**src/hdl/sct_pkg.sv**
```systemverilog
// Shared types and constants for the segment crossing test.
// No dependencies. Used by sct_classify, sct_solve and segment_crossing_test.
package sct_pkg;

    localparam int COORD_WIDTH_DEF   = 16;
    localparam int TOL_FRAC_BITS_DEF = 16;
    localparam int TOL_WIDTH         = 16;
    localparam logic [TOL_WIDTH-1:0] TOL_RESET = 16'd66;

    typedef enum logic [2:0] {
        CASE_DISJOINT   = 3'd0,
        CASE_BOTH_VERT  = 3'd1,
        CASE_STEEP      = 3'd2,
        CASE_VERT_HORIZ = 3'd3,
        CASE_BOTH_HORIZ = 3'd4,
        CASE_GENERAL    = 3'd5
    } t_case;

    // control that rides along with an item through the pipe
    typedef struct packed {
        logic  valid;
        t_case kase;
        logic  cross_now;   // verdict for cases that need no solve
        logic  need_solve;  // item needs the line intersection
    } t_cls_ctrl;

endpackage

```
**src/hdl/sct_classify.sv**
```systemverilog
// Front end: box overlap, near-vertical/horizontal tests, case choice, axis select.
// Depends on sct_pkg. Three register stages.
module sct_classify
    import sct_pkg::*;
#(
    parameter int CW  = COORD_WIDTH_DEF,
    parameter int TFB = TOL_FRAC_BITS_DEF
) (
    input  logic                 i_clk,
    input  logic                 i_rst_n,
    input  logic                 i_valid,
    input  logic [TOL_WIDTH-1:0] i_tol,
    input  logic signed [CW-1:0] i_ax0,
    input  logic signed [CW-1:0] i_ay0,
    input  logic signed [CW-1:0] i_ax1,
    input  logic signed [CW-1:0] i_ay1,
    input  logic signed [CW-1:0] i_bx0,
    input  logic signed [CW-1:0] i_by0,
    input  logic signed [CW-1:0] i_bx1,
    input  logic signed [CW-1:0] i_by1,
    output t_cls_ctrl            o_ctrl,
    output logic signed [CW-1:0] o_ua0,
    output logic signed [CW-1:0] o_ua1,
    output logic signed [CW-1:0] o_ub0,
    output logic signed [CW-1:0] o_ub1,
    output logic signed [CW:0]   o_dua,
    output logic signed [CW:0]   o_dva,
    output logic signed [CW:0]   o_dub,
    output logic signed [CW:0]   o_dvb,
    output logic signed [CW:0]   o_du0,
    output logic signed [CW:0]   o_dv0
);

    localparam int MW = (TFB > TOL_WIDTH) ? TFB : TOL_WIDTH;
    localparam int KW = CW + MW;
    // axis slots
    localparam int AX = 0;
    localparam int AY = 1;
    localparam int BX = 2;
    localparam int BY = 3;

    function automatic logic signed [CW:0] sdiff(logic signed [CW-1:0] a,
                                                 logic signed [CW-1:0] b);
        return {a[CW-1], a} - {b[CW-1], b};
    endfunction

    // ---- stage 1: extents, magnitudes, box overlap
    logic signed [CW-1:0] c0 [4];
    logic signed [CW-1:0] c1 [4];
    logic signed [CW-1:0] lo [4];
    logic signed [CW-1:0] hi [4];
    logic signed [CW:0]   dif [4];
    logic signed [CW:0]   m0 [4];
    logic signed [CW:0]   m1 [4];
    logic [CW-1:0]        n_s1_ad [4];
    logic [CW-1:0]        n_s1_big [4];
    logic                 n_s1_box;

    assign c0[AX] = i_ax0;
    assign c1[AX] = i_ax1;
    assign c0[AY] = i_ay0;
    assign c1[AY] = i_ay1;
    assign c0[BX] = i_bx0;
    assign c1[BX] = i_bx1;
    assign c0[BY] = i_by0;
    assign c1[BY] = i_by1;

    always_comb begin
        for (int k = 0; k < 4; k++) begin
            lo[k]  = (c0[k] < c1[k]) ? c0[k] : c1[k];
            hi[k]  = (c0[k] < c1[k]) ? c1[k] : c0[k];
            dif[k] = sdiff(c1[k], c0[k]);
            m0[k]  = c0[k][CW-1] ? -{c0[k][CW-1], c0[k]} : {c0[k][CW-1], c0[k]};
            m1[k]  = c1[k][CW-1] ? -{c1[k][CW-1], c1[k]} : {c1[k][CW-1], c1[k]};
            n_s1_ad[k]  = dif[k][CW] ? CW'(-dif[k]) : CW'(dif[k]);
            n_s1_big[k] = (m0[k] > m1[k]) ? CW'(m0[k]) : CW'(m1[k]);
        end
        n_s1_box = (lo[AX] < hi[BX]) && (lo[BX] < hi[AX]) &&
                   (lo[AY] < hi[BY]) && (lo[BY] < hi[AY]);
    end

    logic                 r_s1_valid;
    logic                 r_s1_box;
    logic signed [CW-1:0] r_s1_c0 [4];
    logic signed [CW-1:0] r_s1_c1 [4];
    logic [CW-1:0]        r_s1_ad [4];
    logic [CW-1:0]        r_s1_big [4];

    // ---- stage 2: both sides of the relative tolerance test
    logic [TOL_WIDTH+CW-1:0] prod [4];
    logic [KW-1:0]           n_s2_lhs [4];
    logic [KW-1:0]           n_s2_rhs [4];

    always_comb begin
        for (int k = 0; k < 4; k++) begin
            prod[k]     = i_tol * r_s1_big[k];
            n_s2_lhs[k] = KW'(r_s1_ad[k]) << TFB;
            n_s2_rhs[k] = KW'(prod[k]);
        end
    end

    logic                 r_s2_valid;
    logic                 r_s2_box;
    logic signed [CW-1:0] r_s2_c0 [4];
    logic signed [CW-1:0] r_s2_c1 [4];
    logic [KW-1:0]        r_s2_lhs [4];
    logic [KW-1:0]        r_s2_rhs [4];

    // ---- stage 3: case choice and solve axis select
    logic      av, ah, bv, bh;
    logic      u_y;
    t_cls_ctrl n_ctrl;
    logic signed [CW-1:0] ua0, ua1, va0, va1, ub0, ub1, vb0, vb1;

    always_comb begin
        av = r_s2_lhs[AX] < r_s2_rhs[AX];
        ah = r_s2_lhs[AY] < r_s2_rhs[AY];
        bv = r_s2_lhs[BX] < r_s2_rhs[BX];
        bh = r_s2_lhs[BY] < r_s2_rhs[BY];
        n_ctrl.valid      = r_s2_valid;
        n_ctrl.cross_now  = 1'b0;
        n_ctrl.need_solve = 1'b0;
        if (!r_s2_box) begin
            n_ctrl.kase = CASE_DISJOINT;
        end else if (av || bv) begin
            if (av && bv) begin
                n_ctrl.kase = CASE_BOTH_VERT;
            end else if ((av && !bh) || (bv && !ah)) begin
                n_ctrl.kase       = CASE_STEEP;
                n_ctrl.need_solve = 1'b1;
            end else begin
                n_ctrl.kase      = CASE_VERT_HORIZ;
                n_ctrl.cross_now = 1'b1;
            end
        end else if (ah && bh) begin
            n_ctrl.kase = CASE_BOTH_HORIZ;
        end else begin
            n_ctrl.kase       = CASE_GENERAL;
            n_ctrl.need_solve = 1'b1;
        end
        // steep solve runs on y, general solve on x
        u_y = (n_ctrl.kase == CASE_STEEP);
        ua0 = u_y ? r_s2_c0[AY] : r_s2_c0[AX];
        ua1 = u_y ? r_s2_c1[AY] : r_s2_c1[AX];
        va0 = u_y ? r_s2_c0[AX] : r_s2_c0[AY];
        va1 = u_y ? r_s2_c1[AX] : r_s2_c1[AY];
        ub0 = u_y ? r_s2_c0[BY] : r_s2_c0[BX];
        ub1 = u_y ? r_s2_c1[BY] : r_s2_c1[BX];
        vb0 = u_y ? r_s2_c0[BX] : r_s2_c0[BY];
        vb1 = u_y ? r_s2_c1[BX] : r_s2_c1[BY];
    end

    t_cls_ctrl r_ctrl;
    logic signed [CW-1:0] r_ua0, r_ua1, r_ub0, r_ub1;
    logic signed [CW:0]   r_dua, r_dva, r_dub, r_dvb, r_du0, r_dv0;

    always_ff @(posedge i_clk) begin
        if (!i_rst_n) begin
            r_s1_valid <= 1'b0;
            r_s2_valid <= 1'b0;
            r_ctrl     <= '0;
        end else begin
            r_s1_valid <= i_valid;
            r_s2_valid <= r_s1_valid;
            r_ctrl     <= n_ctrl;
        end
    end

    always_ff @(posedge i_clk) begin
        r_s1_box <= n_s1_box;
        r_s2_box <= r_s1_box;
        for (int k = 0; k < 4; k++) begin
            r_s1_c0[k]  <= c0[k];
            r_s1_c1[k]  <= c1[k];
            r_s1_ad[k]  <= n_s1_ad[k];
            r_s1_big[k] <= n_s1_big[k];
            r_s2_c0[k]  <= r_s1_c0[k];
            r_s2_c1[k]  <= r_s1_c1[k];
            r_s2_lhs[k] <= n_s2_lhs[k];
            r_s2_rhs[k] <= n_s2_rhs[k];
        end
        r_ua0 <= ua0;
        r_ua1 <= ua1;
        r_ub0 <= ub0;
        r_ub1 <= ub1;
        r_dua <= sdiff(ua1, ua0);
        r_dva <= sdiff(va1, va0);
        r_dub <= sdiff(ub1, ub0);
        r_dvb <= sdiff(vb1, vb0);
        r_du0 <= sdiff(ub0, ua0);
        r_dv0 <= sdiff(vb0, va0);
    end

    assign o_ctrl = r_ctrl;
    assign o_ua0  = r_ua0;
    assign o_ua1  = r_ua1;
    assign o_ub0  = r_ub0;
    assign o_ub1  = r_ub1;
    assign o_dua  = r_dua;
    assign o_dva  = r_dva;
    assign o_dub  = r_dub;
    assign o_dvb  = r_dvb;
    assign o_du0  = r_du0;
    assign o_dv0  = r_dv0;

endmodule

```
**config.mk**
```make
export PLATFORM = sky130hd
export DESIGN_NAME = sct_classify
export DESIGN_NICKNAME = d
export VERILOG_FILES = /design/src/hdl/sct_pkg.sv /design/src/hdl/sct_classify.sv
export SDC_FILE = /design/constraint.sdc
export NUM_CORES = 2
export LEC_CHECK = 0
export BUFFER_PORTS_ARGS = -buffer_cell sky130_fd_sc_hd__buf_2
export CORE_ASPECT_RATIO = 1.5
export CORE_UTILIZATION = 60
export CTS_CLUSTER_SIZE = 30
export DETAILED_ROUTE_END_ITERATION = 7
export PLACE_DENSITY = 0.77
export SYNTH_ARGS = -nofsm -noshare
export SYNTH_HDL_FRONTEND = slang
export SYNTH_SLANG_ARGS = --single-unit
```
**constraint.sdc**
```tcl
create_clock -name i_clk -period 8.45 [get_ports i_clk]
set_clock_uncertainty 0.1 [all_clocks]
set_input_delay 1.2675 -clock i_clk [delete_from_list [all_inputs] [get_ports i_clk]]
set_output_delay 1.2675 -clock i_clk [all_outputs]
set_load 0.02 [all_outputs]
```
* Word level (Yosys, flattened, before mapping)
Memories as Yosys holds them, arrays and structs flattened.
Cells that the tools add are included.
** Operators by class
- Add/subtract/negate cells :: 22
- $mul :: 4
- Magnitude comparators :: 16
- Eq/ne operators :: 1
- Multiplexer cells :: 42
- Bitwise gates (word level) :: 3
- Reductions and logical operators :: 13
** Operator list (count)
- 16-bit two-way mux :: 24
- 16-bit by 16-bit subtractor with 17-bit output :: 10
- 17-bit two-way mux :: 8
- 17-bit negation :: 8
- 16-bit less-than comparator :: 8
- 32-bit less-than comparator :: 4
- 16-bit by 16-bit multiplier with 32-bit output :: 4
- 17-bit > comparator :: 4
- 16-bit negation :: 4
- 1-bit logical AND :: 7
- 1-bit two-way mux :: 7
- 3-bit two-way mux :: 2
- 4-bit OR reduction :: 1
- 3-bit by 2-bit equality test with 1-bit output, second input constant :: 1
- 1-bit NOT :: 3
- 1-bit logical NOT :: 2
- 1-bit logical OR :: 2
- 2-bit two-way mux :: 1
- 2-bit AND reduction :: 1
** Word-level totals
- Flip-flop bits (word level) :: 176
- RAM bits :: 576
- Input port bits :: 147
- Output and inout port bits :: 172
- Word-level logic and storage cells :: 127
- Memories kept :: 8
** Memory list
- r_s2_rhs :: depth 4, bits a word 32, rd ports 4, clocked after Yosys merged registers in 0, wr ports 4, line sct_classify.sv:107 : logic [KW-1:0] r_s2_rhs [4];
- r_s1_ad :: depth 4, bits a word 16, rd ports 4, clocked after Yosys merged registers in 0, wr ports 4, line sct_classify.sv:86 : logic [CW-1:0] r_s1_ad [4];
- r_s1_big :: depth 4, bits a word 16, rd ports 4, clocked after Yosys merged registers in 0, wr ports 4, line sct_classify.sv:87 : logic [CW-1:0] r_s1_big [4];
- r_s1_c0 :: depth 4, bits a word 16, rd ports 4, clocked after Yosys merged registers in 0, wr ports 4, line sct_classify.sv:84 : logic signed [CW-1:0] r_s1_c0 [4];
- r_s1_c1 :: depth 4, bits a word 16, rd ports 4, clocked after Yosys merged registers in 0, wr ports 4, line sct_classify.sv:85 : logic signed [CW-1:0] r_s1_c1 [4];
- r_s2_c0 :: depth 4, bits a word 16, rd ports 4, clocked after Yosys merged registers in 0, wr ports 4, line sct_classify.sv:104 : logic signed [CW-1:0] r_s2_c0 [4];
- +2 memories

* Depth between registers and ports, before layout
An unclocked memory read counts as a cell.
- Depth after elaboration :: 12
- Depth in mapped cells :: 38

* Worst setup path after synthesis
OpenSTA, ideal clock, no wires.
- Kind :: input-to-reg
- Start :: in i_tol[8]
- End :: mem r_s2_rhs[1][31] (netlist name)
- Library setup time :: 0.072 ns
- Arrival time :: 7.490 ns
- Slack :: 0.788 ns
- Stages :: 27
- Buffers on the path :: 2
- Cells stage by stage :: clkbuf_1 > clkbuf_1 > nand2_1 > fa_1 > inv_1 > fa_1 > ha_1 > inv_1 > fa_1 > inv_1 > fa_1 > inv_1 > fa_1 > inv_1 > ha_1 > a21oi_1 > o21ai_1 > a21oi_1 > o21ai_0 > a2111oi_0 > nor3_1 > nor3_1 > nor3_1 > or3_1 > a31o_2 > a21oi_1 > xnor2_1
** RTL lines
- start, declared :: line sct_classify.sv:12 : input logic [TOL_WIDTH-1:0] i_tol,
- end, declared :: line sct_classify.sv:107

==> reports/metrics.cfg <==
[synth]
synthSimpleGateAreaFrac=0.162
yosysSeqAreaShare=0.220
syn_area_um2=68300
yosysUniqueCellTypes=112
ys_warn_count=0
synth_async_sr_flop_share=0
synth_top_family_by_area=adder cells
synthAdderAreaFrac=0.373
synth_compound_area_frac=0.0884
yosys-mux-area-fraction=0.0230
synthFlopType=dfxtp_1
netlist_instances=7618
ys_ff_latch=752
avgSynthCellArea_um2=8.97
synth_enable_flop_cells=0
synth_xor_area_frac=0.0480

[global_routing]
grt_usage=0.349
grt-ovfl-total=0
grt_pass1_wl_um=309000
first_global_vias=56700
grt_max_degree=83
antenna_found_initial=6

[critical_path]
path_delay_family=compound AO/OA/AOI/OAI gates
rr_endpoint=o_dua[15]
cp_data_arrival_time_ns=8.39
cp_slowest_cell=or4b_2
worstRegToRegCells=29
max_stage_delay_ns=0.58
r2r_setup_slack_ns=0.55
cp-startpoint=r_s2_rhs[0][19]
cp_common_cell=o21ai_0
critPathKind=reg -> reg
cp_max_fo=14
critPathBufInv=1
startpoint_type=flop
critPathCaptureType=flop
path_depth=29
r2r-start=r_s2_rhs[0][19]
critPathRequiredTime_ns=8.94
crit_end=o_dua[15]

[clock_tree]
cts_setup_buffers=0
htreeDepth=3
cts_root_buffer=clkbuf_16
cts_buffers=70
cts_tree=built
clkTransAtPathRegs_ns=0.07
clockBufferDepth=3
worstSkewPairLatency_ns=0.69
cts.sinks=752

[detailed_routing]
ant_nets=0
avgRoutedWirePerCell_um=21.3
drc=0
vias=54000
drtPass1Iterations=8
wirelength_um=200000
drt_iter0_markers=3426
via_per_inst=5.76

[placement]
dp_cells=9240
hpwl_um=158000
gp_congestion=1.02
io_buffers=318

[floorplanning]
io_pins=319
die_y_um=415
initial_utilization=0.605
rows=151
die_w_um=278
coreArea_um2=113000
dieArea_um2=115000

[timing]
period_share=0.934
fmax_mhz=127
rsz0062_at_grt=no
slew_violations=0
finalHoldWorstSlack_ns=0.186
fin_setup_tns_ns=0
worst_pin_slew_ns=1.18
hold_violations=0
period_needed_ns=7.90
setup_violations=0
relSlewSlack=0.211

[layout]
instances_no_fill=9379
postLayoutCoreUtil=0.656
synthToLayoutAreaGrowth_pct=8.53
drive_gt1_frac=0.0818
layout.nets=9560

[run]
max-cap-violations=0

[outcome]
status=complete, no violations

[min_path]
hold_class=reg -> reg

[routing by layer]
layer  share of wire  track usage  vias to the layer above
met4           0.085        0.264                        6
met3           0.065       0.0548                      862
met1            0.35        0.377                    26300
li1                -            -                    24600
met2            0.50        0.613                     2309
met5         0.00021            0                        -
[timing repair]
action	in CTS	in global routing
resized for setup	0	3
endpoints found under the setup margin	0	3
hold buffers	0	0
[registers in the layout, indices dropped and copies added (netlist names), 17 cells and up]
register	flops
o_dub	17
o_dvb	17
r_s1_c1	64
o_du0	17
r_s2_c0	64
r_s1_ad	64
r_s1_c0	64
r_s1_big	64
r_s2_c1	64
r_s2_lhs	64
o_dua	17
r_s2_rhs	128
o_dv0	17
o_dva	17
[cell type report]
class	count	area, um2
multi-input cells	5331	47500
clock buffers	88	1920
repair buffers	425	2480
diodes	13	32.5
inverters	1279	4800
clock inverters	38	549
fillers	9111	38800
well taps	1453	1820
flip-flops and latches	752	15100
[synthesized netlist by cell type (all sizes together), types with 20 or more instances]
cell type	count	area, um2
mux2	25	282
o21a	32	240
o21bai	42	319
ha	770	9630
nor2b	75	469
o21ai	250	1260
and3	20	126
dfxtp	752	15100
and2	496	3100
nor4	28	188
nand4	50	313
a21oi	253	1280
nor2	302	1140
a21boi	54	405
or3	36	226
inv	1279	4800
a31oi	35	234
xor2	116	1020
clkbuf	253	963
xnor2	258	2260
nor3	76	385
fa	784	15700
nand2	1014	3810
nand2b	55	344
a211oi	23	188
o31ai	41	328
a21o	95	714
mux2i	129	1290
nand3	65	330
[how the worst min path moves through the flow]
stage / from / to / slack (ns) / depth (start not counted)
after floorplan: r_s1_box / r_s2_box / 0.21 / 0
after global placement: r_s1_ad[3][3] / r_s2_lhs[3][3] / 0.21 / 0
after detailed placement: r_s1_ad[2][11] / r_s2_lhs[2][11] / 0.21 / 0
after CTS: r_s1_ad[2][5] / r_s2_lhs[2][5] / 0.20 / 0
after global routing: r_s1_ad[2][5] / r_s2_lhs[2][5] / 0.20 / 0
final: r_s1_c1[0][0] / r_s2_c1[0][0] / 0.19 / 0
[cell families after synthesis]
logic type | count (synthesis)
AO/OA/AOI/OAI | 937
XOR/XNOR | 374
adder cells (fa/ha/maj) | 1570
buffers and inverters | 1541
flip-flops | 752
multiplexers | 154
other | 2
AND/OR/NAND/NOR | 2288
[cell usage in the layout (no fill, tap or decap), drive strengths merged, types with 54 or more instances in the layout]
cell,n
mux2i,129
inv,1288
a21oi,253
ha,770
xnor2,258
clkbuf,88
xor2,116
nor2,302
and2,496
buf,425
nand2,1014
fa,784
dfxtp,752
nor2b,75
a21boi,54
nand3,65
nor3,76
o21ai,250
a21o,95
nand2b,55
[through the flow]
stage                     worst slack [ns]  cell area [um2]
after floorplan                      0.788            68300
after global placement             -0.0279            71600
after detailed placement            -0.128            71600
after CTS                            0.548            74100
after global routing                0.0704            74100
final                                0.555            74100
Power is left out: the tool's default activity adds up to more than one toggle a clock period on the data nets, which glitch-free logic cannot reach.
